[src/hdl/sbi_pkg.sv]
package sbi_pkg;

    localparam int PHASE_BITS_DEF = 4;
    localparam int PHASE_W        = 4;
    localparam int PIX_W          = 8;
    localparam int ROW_PIX_W      = 32;
    localparam int NTAPS          = 4;
    localparam int TAP_W          = 8;
    localparam int HACC_W         = 20;
    localparam int ROW_W          = 12;
    localparam int VACC_W         = 22;
    localparam int RND_SHIFT      = 6;
    localparam int RND_BIAS       = 32;
    localparam int TAP_SUM        = 64;
    localparam int PIX_MAX        = 255;

    typedef logic signed [TAP_W-1:0] tap_t;
    typedef tap_t [NTAPS-1:0] tap_row_t;
    typedef logic signed [ROW_W-1:0] row_val_t;

    // Catmull-Rom taps for phase p of 2^pb, scaled by 64, row sum forced to 64
    function automatic tap_row_t rom_row(input int p, input int pb);
        longint n;
        longint n2;
        longint n3;
        longint q;
        longint q2;
        longint q3;
        longint v [NTAPS];
        longint t [NTAPS];
        longint sum;
        int big;
        tap_row_t res;
        n   = longint'(1) << pb;
        n2  = n * n;
        n3  = n2 * n;
        q   = longint'(p);
        q2  = q * q;
        q3  = q2 * q;
        v[0] = 32 * (-q * n2 + 2 * q2 * n - q3);
        v[1] = 64 * n3 - 160 * q2 * n + 96 * q3;
        v[2] = 32 * q * n2 + 128 * q2 * n - 96 * q3;
        v[3] = -32 * q2 * n + 32 * q3;
        sum = 0;
        for (int i = 0; i < NTAPS; i++) begin
            t[i] = (v[i] + (n3 >>> 1)) >>> (3 * pb);
            sum  = sum + t[i];
        end
        big = 1;
        for (int i = 0; i < NTAPS; i++) begin
            if (t[i] > t[big]) begin
                big = i;
            end
        end
        t[big] = t[big] + longint'(TAP_SUM) - sum;
        for (int i = 0; i < NTAPS; i++) begin
            res[i] = t[i][TAP_W-1:0];
        end
        return res;
    endfunction

endpackage

[src/hdl/subpel_bicubic_interpolator.sv]
// Channel | Direction | Handshake          | Payload
// s_      | in        | s_valid / s_ready  | phase_x, phase_y, window_row_0..3
// m_      | out       | m_valid / m_ready  | pixel_out
//
// One transfer per clock while the output is not stalled; stages: tap lookup, four row lanes, vertical merge.
// Each stage holds when the stage after it is full and stalled; bubbles are squeezed out.
// Synchronous active-low reset clears the stage valid bits only.
module subpel_bicubic_interpolator #(
    parameter int PHASE_BITS = sbi_pkg::PHASE_BITS_DEF
) (
    input  logic                             aclk,
    input  logic                             aresetn,
    input  logic                             s_valid,
    output logic                             s_ready,
    input  logic [sbi_pkg::PHASE_W-1:0]      s_phase_x,
    input  logic [sbi_pkg::PHASE_W-1:0]      s_phase_y,
    input  logic [sbi_pkg::ROW_PIX_W-1:0]    s_window_row_0,
    input  logic [sbi_pkg::ROW_PIX_W-1:0]    s_window_row_1,
    input  logic [sbi_pkg::ROW_PIX_W-1:0]    s_window_row_2,
    input  logic [sbi_pkg::ROW_PIX_W-1:0]    s_window_row_3,
    output logic                             m_valid,
    input  logic                             m_ready,
    output logic [sbi_pkg::PIX_W-1:0]        m_pixel_out
);

    localparam int NPH = 1 << PHASE_BITS;

    sbi_pkg::tap_row_t rom [NPH];
    logic [PHASE_BITS-1:0] idx_x;
    logic [PHASE_BITS-1:0] idx_y;

    for (genvar p = 0; p < NPH; p++) begin : g_rom
        assign rom[p] = sbi_pkg::rom_row(p, PHASE_BITS);
    end

    if (PHASE_BITS <= sbi_pkg::PHASE_W) begin : g_idx_narrow
        assign idx_x = s_phase_x[PHASE_BITS-1:0];
        assign idx_y = s_phase_y[PHASE_BITS-1:0];
    end else begin : g_idx_wide
        assign idx_x = {{(PHASE_BITS-sbi_pkg::PHASE_W){1'b0}}, s_phase_x};
        assign idx_y = {{(PHASE_BITS-sbi_pkg::PHASE_W){1'b0}}, s_phase_y};
    end

    logic v1_reg, v2_reg, v3_reg;
    logic v1_next, v2_next, v3_next;
    logic rdy1, rdy2, rdy3;

    assign rdy3    = !v3_reg || m_ready;
    assign rdy2    = !v2_reg || rdy3;
    assign rdy1    = !v1_reg || rdy2;
    assign s_ready = rdy1;

    always_comb begin
        v1_next = rdy1 ? s_valid : v1_reg;
        v2_next = rdy2 ? v1_reg  : v2_reg;
        v3_next = rdy3 ? v2_reg  : v3_reg;
    end

    always_ff @(posedge aclk) begin
        if (!aresetn) begin
            v1_reg <= 1'b0;
            v2_reg <= 1'b0;
            v3_reg <= 1'b0;
        end else begin
            v1_reg <= v1_next;
            v2_reg <= v2_next;
            v3_reg <= v3_next;
        end
    end

    // stage 1: taps and window
    sbi_pkg::tap_row_t hx_reg;
    sbi_pkg::tap_row_t hy_reg;
    logic [sbi_pkg::ROW_PIX_W-1:0] win_reg [sbi_pkg::NTAPS];

    always_ff @(posedge aclk) begin
        if (s_valid && rdy1) begin
            hx_reg     <= rom[idx_x];
            hy_reg     <= rom[idx_y];
            win_reg[0] <= s_window_row_0;
            win_reg[1] <= s_window_row_1;
            win_reg[2] <= s_window_row_2;
            win_reg[3] <= s_window_row_3;
        end
    end

    // stage 2: horizontal lanes
    logic load2;
    sbi_pkg::tap_row_t hy_s2_reg;
    sbi_pkg::row_val_t row_val [sbi_pkg::NTAPS];

    assign load2 = v1_reg && rdy2;

    always_ff @(posedge aclk) begin
        if (load2) begin
            hy_s2_reg <= hy_reg;
        end
    end

    for (genvar j = 0; j < sbi_pkg::NTAPS; j++) begin : g_lane
        sbi_row_lane u_lane (
            .aclk    (aclk),
            .load    (load2),
            .taps    (hx_reg),
            .pixels  (win_reg[j]),
            .row_val (row_val[j])
        );
    end

    // stage 3: vertical merge and output register
    sbi_merge u_merge (
        .aclk    (aclk),
        .load    (v2_reg && rdy3),
        .taps    (hy_s2_reg),
        .row_val (row_val),
        .pixel   (m_pixel_out)
    );

    assign m_valid = v3_reg;

endmodule

[src/hdl/sbi_row_lane.sv]
module sbi_row_lane (
    input  logic                                aclk,
    input  logic                                load,
    input  sbi_pkg::tap_row_t                   taps,
    input  logic [sbi_pkg::ROW_PIX_W-1:0]       pixels,
    output sbi_pkg::row_val_t                   row_val
);

    logic signed [sbi_pkg::HACC_W-1:0] acc;
    logic signed [sbi_pkg::HACC_W-1:0] rnd;
    sbi_pkg::row_val_t                 row_val_reg;

    always_comb begin
        acc = '0;
        for (int i = 0; i < sbi_pkg::NTAPS; i++) begin
            acc = acc + sbi_pkg::HACC_W'($signed(taps[i]) *
                  $signed({1'b0, pixels[i*sbi_pkg::PIX_W +: sbi_pkg::PIX_W]}));
        end
        rnd = (acc + sbi_pkg::HACC_W'(sbi_pkg::RND_BIAS)) >>> sbi_pkg::RND_SHIFT;
    end

    always_ff @(posedge aclk) begin
        if (load) begin
            row_val_reg <= rnd[sbi_pkg::ROW_W-1:0];
        end
    end

    assign row_val = row_val_reg;

endmodule

[src/hdl/sbi_merge.sv]
module sbi_merge (
    input  logic                         aclk,
    input  logic                         load,
    input  sbi_pkg::tap_row_t            taps,
    input  sbi_pkg::row_val_t            row_val [sbi_pkg::NTAPS],
    output logic [sbi_pkg::PIX_W-1:0]    pixel
);

    logic signed [sbi_pkg::VACC_W-1:0] acc;
    logic signed [sbi_pkg::VACC_W-1:0] rnd;
    logic [sbi_pkg::PIX_W-1:0]         pix_next;
    logic [sbi_pkg::PIX_W-1:0]         pix_reg;

    always_comb begin
        acc = '0;
        for (int j = 0; j < sbi_pkg::NTAPS; j++) begin
            acc = acc + sbi_pkg::VACC_W'($signed(taps[j]) * row_val[j]);
        end
        rnd = (acc + sbi_pkg::VACC_W'(sbi_pkg::RND_BIAS)) >>> sbi_pkg::RND_SHIFT;
        if (rnd < 0) begin
            pix_next = '0;
        end else if (rnd > sbi_pkg::VACC_W'(sbi_pkg::PIX_MAX)) begin
            pix_next = sbi_pkg::PIX_W'(sbi_pkg::PIX_MAX);
        end else begin
            pix_next = rnd[sbi_pkg::PIX_W-1:0];
        end
    end

    always_ff @(posedge aclk) begin
        if (load) begin
            pix_reg <= pix_next;
        end
    end

    assign pixel = pix_reg;

endmodule

[config.mk]
export PLATFORM = sky130hd
export DESIGN_NAME = subpel_bicubic_interpolator
export DESIGN_NICKNAME = d
export VERILOG_FILES = /design/src/hdl/sbi_pkg.sv /design/src/hdl/subpel_bicubic_interpolator.sv /design/src/hdl/sbi_row_lane.sv /design/src/hdl/sbi_merge.sv
export SDC_FILE = /design/constraint.sdc
export NUM_CORES = 2
export LEC_CHECK = 0
export BUFFER_PORTS_ARGS = -buffer_cell sky130_fd_sc_hd__clkbuf_2
export CELL_PAD_IN_SITES_DETAIL_PLACEMENT = 1
export CELL_PAD_IN_SITES_GLOBAL_PLACEMENT = 1
export CORE_ASPECT_RATIO = 0.75
export CORE_MARGIN = 3
export CORE_UTILIZATION = 57
export DETAILED_ROUTE_END_ITERATION = 7
export PLACE_DENSITY = 0.95
export SLEW_MARGIN = 20
export SYNTH_ARGS = -nofsm -noshare
export SYNTH_HDL_FRONTEND = slang
export SYNTH_SLANG_ARGS = --single-unit
[constraint.sdc]
create_clock -name aclk -period 31.4 [get_ports aclk]
set_input_delay 1.57 -clock aclk [delete_from_list [all_inputs] [get_ports aclk]]
set_output_delay 1.57 -clock aclk [all_outputs]
set_load 0.1 [all_outputs]
==> results of run 1 <==
-- metrics by stage --
stage	setup slack, ps	util [%]	cell area, um^2	std cells
floorplan	20370	-	60900	6330
global placement	22930	59.8	63200	7809
detailed placement	22400	59.8	63200	7809
CTS	22070	61.0	64500	7870
-- Yosys cell counts (4+ instances only) --
master    instances  area (um^2)
nand2b_1         60          375
and2_1          682         4270
a21o_1           75          563
ha_1           1003        12500
a211o_1          10         87.6
o21a_1           13         97.6
nand2_1         380         1430
o21ai_0          71          355
xnor2_1         218         1910
o311ai_0          6         52.6
nand3_1          64          320
a41oi_1           9         78.8
nor2_1          209          785
and3_1           25          156
o41ai_1          24          210
buf_1             4         15.0
nand3b_1         10         75.1
xor2_1           95          832
mux2_2            5         56.3
a41o_1           12          120
fa_1            987        19800
clkbuf_1        108          405
or3_1            19          119
or2_2             7         43.8
nor3_1           67          335
a211oi_1         14          105
o31ai_1          14          105
nand4_1           6         37.5
o211ai_1          9         67.6
mux2i_1          10          100
edfxtp_1        250         7510
o21bai_1         65          488
a31oi_1          26          163
a31o_2            7         61.3
inv_1          1510         5670
a21oi_1         182          911
nor2b_1          13         81.3
a21boi_0          5         37.5
-- kinds of logic after synthesis --
group,Yosys count,synth area share (%)
AOI/OAI and AO/OA,576,6.33
xor gates and xnor gates,314,4.54
adders and majority gates,1992,53.1
buffers and inverters,1626,10.0
DFF,253,12.4
muxes,17,0.331
and+or+nand+nor,1552,13.3
==> metrics.txt, run 1 <==
I/O pins=150; routability congestion estimate=a little over 0.9; FP Rows=103; CTS Buffer Depth=3; antenna violations before repair=62; warnings from Yosys=0; Stopped at=global routing; Clock Root Buffer=clkbuf_16; H-tree Lvls=2; sequential area share after synthesis=between 10% and 20%; Post-Syn Area=~60,000 um^2; register bit total from synthesis=around 250; Setup Buffers After CTS=0; Starting Density=roughly 58%; # hold bufs at CTS=0; Mapped Avg Cell Area=9.62 um^2; Gate Count Post-Synth=approximately 6,300; Err=[ERROR GRT-0228] Horizontal edge usage exceeds the maximum allowed. (30, 39) usage=65535 limit=3200; clock sink count=around 250; synth unique cells=a little over 70; number of synthesized flops with an enable pin=250; TritonCTS buffer count=35; DP HPWL=between 150,000 and 200,000 um; Syn Nets=~8,500; status=stopped before the end; Top FF cell, synth=edfxtp_1; largest net degree at the start of global routing=77; Die H=approximately 290 um; die width=~380 um; Async SR Flop Fraction=0%; Port Buffer Count=about 150; Resize count post-CTS=0
==> run 2, diff against run 1 <==
CELL_PAD_IN_SITES_DETAIL_PLACEMENT = not set   (was 1)
CELL_PAD_IN_SITES_GLOBAL_PLACEMENT = not set   (was 1)
CORE_ASPECT_RATIO = not set   (was 0.75)
CORE_UTILIZATION = 40   (was 57)
PLACE_DENSITY = not set   (was 0.95)
PLACE_DENSITY_LB_ADDON = 0.15   (was not set)
==> run 2 against run 1 <==
Net effect:
- the run now ends clean
- area after synthesis is the same
- synthesized cell count is the same
==> metrics.txt, run 2 <==
Syn Nets=around 8,500; max-slew violations=0; Crit. End Element=register; Arrival @ worst endpoint=slightly below 9000 ps; Net count, final=~8,600; Die Area=around 160,000 um^2; Hold Startpoint=hy_reg[14]; worst slew pin tran=1000 ps; most common cell after layout, fill and taps aside=inv_1; Area Overhead vs Synth=7.06%; Clock Root Buffer=clkbuf_16; die width=396 um; Routed WL=between 100,000 and 150,000 um; Initial DRC Count=roughly 1,900; Yosys top cell area share=between 30% and 40%; # hold bufs at CTS=0; Clock Latency Late Sink=approximately 600 ps; CP max stage delay=approximately 590 ps; vias in the first global route=approximately 43,000; I/O pins=150; Post-route DRC=0; Worst slew margin=roughly a third; FP Rows=between 100 and 150; Setup Buffers After CTS=0; antenna violations before repair=8; most frequent cells in the layout=inv_1 (1,510), ha_1 (1,003), fa_1 (987); DRT Pass-1 Iters=5; Starting Density=between 40% and 50%; beginning of the critical path=hy_s2_reg[30]; most common cell in the netlist=inv_1; Hold Violations, Final=0; warnings from Yosys=0; Crit path top cell by count=fa_1; Tmin final=around 8600 ps; drt wl/cell=between 15 and 20 um; clock sink count=approximately 250; vias=between 40,000 and 50,000; fill cell total of the finished layout=about 15,000; Startpoint Class=register; max FFs per register=between 100 and 150; synth unique cells=71; TritonCTS buffer count=38; Reg clk slew, reported paths=approximately 60 ps; fmax=0.117 GHz; most frequent cells after synthesis=inv_1 (1,510), ha_1 (1,003), fa_1 (987); routability congestion estimate=around 0.84; largest net degree at the start of global routing=80; Post-DRT Antenna Nets=0; Top FF cell, synth=edfxtp_1; Die H=roughly 400 um; RSZ-0062 raised after global routing=false; Resize count post-CTS=0; Hold WC Path Type=reg -> reg; WS Path Type=reg -> reg; crit-path max FO=16; synth top area cells=fa_1 (32%), ha_1 (21%), edfxtp_1 (12%), inv_1 (9.3%), and2_1 (7.0%); sequential area share after synthesis=about an eighth; Fin Setup TNS=0 ps; highest-delay cell along the critical path=edfxtp_1; Port Buffer Count=roughly 150; final hold slack=412 ps; grt ovf=0; H-tree Lvls=2; register bit total from synthesis=253; number of synthesized flops with an enable pin=250; via density per instance=4.81; first-pass GRT wire length=around 230,000 um; status=completed; Clock Skew=about 32 ps; CTS Buffer Depth=3; RR Startpoint=hy_s2_reg[30]; GRT Total Usage=between 10% and 20%; critical path data required time=approximately 32,000 ps; Final period util=around 27%; post-synth top area cell=fa_1; Mapped Avg Cell Area=9.62 um^2; Post-Syn Area=approximately 61,000 um^2; fraction of layout cells with a size suffix above 1=roughly 4.1%; Async SR Flop Fraction=0%; Core ar.=150,000 um^2; final setup vio count=0; DP HPWL=roughly 120,000 um; Max Cap Viol=0; Gate Count Post-Synth=roughly 6,300; CTS tree=built
==> run 2: cell counts after synthesis <==
Identical to the previous run, type by type.
==> run 2: final timing paths <==
| path | to | slack (ps) | cells after the start |
|---|---|---|---|
| hold reg to reg | hy_s2_reg[14] | 410 | 0 |
| setup / recovery | u_merge.pixel[1] | 22830 | 30 |
| hold / removal | hy_s2_reg[14] | 410 | 0 |
| setup reg to reg | u_merge.pixel[1] | 22830 | 30 |
==> run 2: through the flow <==
stage / std cells / setup slack [ps] / utilization (%) / instance area [um^2]
floorplan: 6330 / 20370 / - / 60900
global placement: 8410 / 22960 / 42.5 / 64000
detailed placement: 8410 / 22880 / 42.5 / 64000
CTS: 8477 / 22850 / 43.3 / 65200
global route: 8477 / 22060 / 43.3 / 65200
finish: 8480 / 22830 / 43.3 / 65200
==> run 2: critical path: cells and delay by family (launching register included) <==
family / cells / cell delay [ps]
simple gates: 2 / 510
xor+xnor: 1 / 160
buf+inv: 5 / 720
flops: 1 / 590
fa+ha+maj: 9 / 3300
compound gates: 13 / 3030
==> run 2: area by class of cell <==
| class | instances | area, um^2 | share of cell area, % |
|---|---|---|---|
| multi-input combinational | 4451 | 47300 | 72.5 |
| sequential | 253 | 7570 | 11.6 |
| inverter | 1514 | 5680 | 8.71 |
| tap | 2016 | 2520 | 3.87 |
| clock buffer | 47 | 1020 | 1.56 |
| timing repair buffer | 176 | 948 | 1.45 |
| clock inverter | 20 | 203 | 0.311 |
| antenna | 3 | 7.51 | 0.0115 |
==> run 2: cell families (layout without fill, tap and decap cells) <==
logic type	after synthesis	in the layout	share of synthesized area (%)
buf+inv	1626	1757	10.0
simple gates	1552	1552	13.3
xor+xnor	314	314	4.54
compound gates	576	576	6.33
flops	253	253	12.4
mux	17	17	0.331
other cells	0	3	0
fa+ha+maj	1992	1992	53.1
==> run 2: routing by layer <==
| layer | vias up | share of wire, % | track usage, % |
|---|---|---|---|
| met3 | 74 | 3.6 | 1.91 |
| met1 | 20200 | 52 | 28.4 |
| met5 | - | 0 | 0 |
| li1 | 20000 | - | - |
| met2 | 514 | 43 | 29.0 |
| met4 | 0 | 1.3 | 2.87 |
Power of run 2 is not shown: default switching activity piles up to over one toggle a cycle in this logic, so the estimate is an artifact.
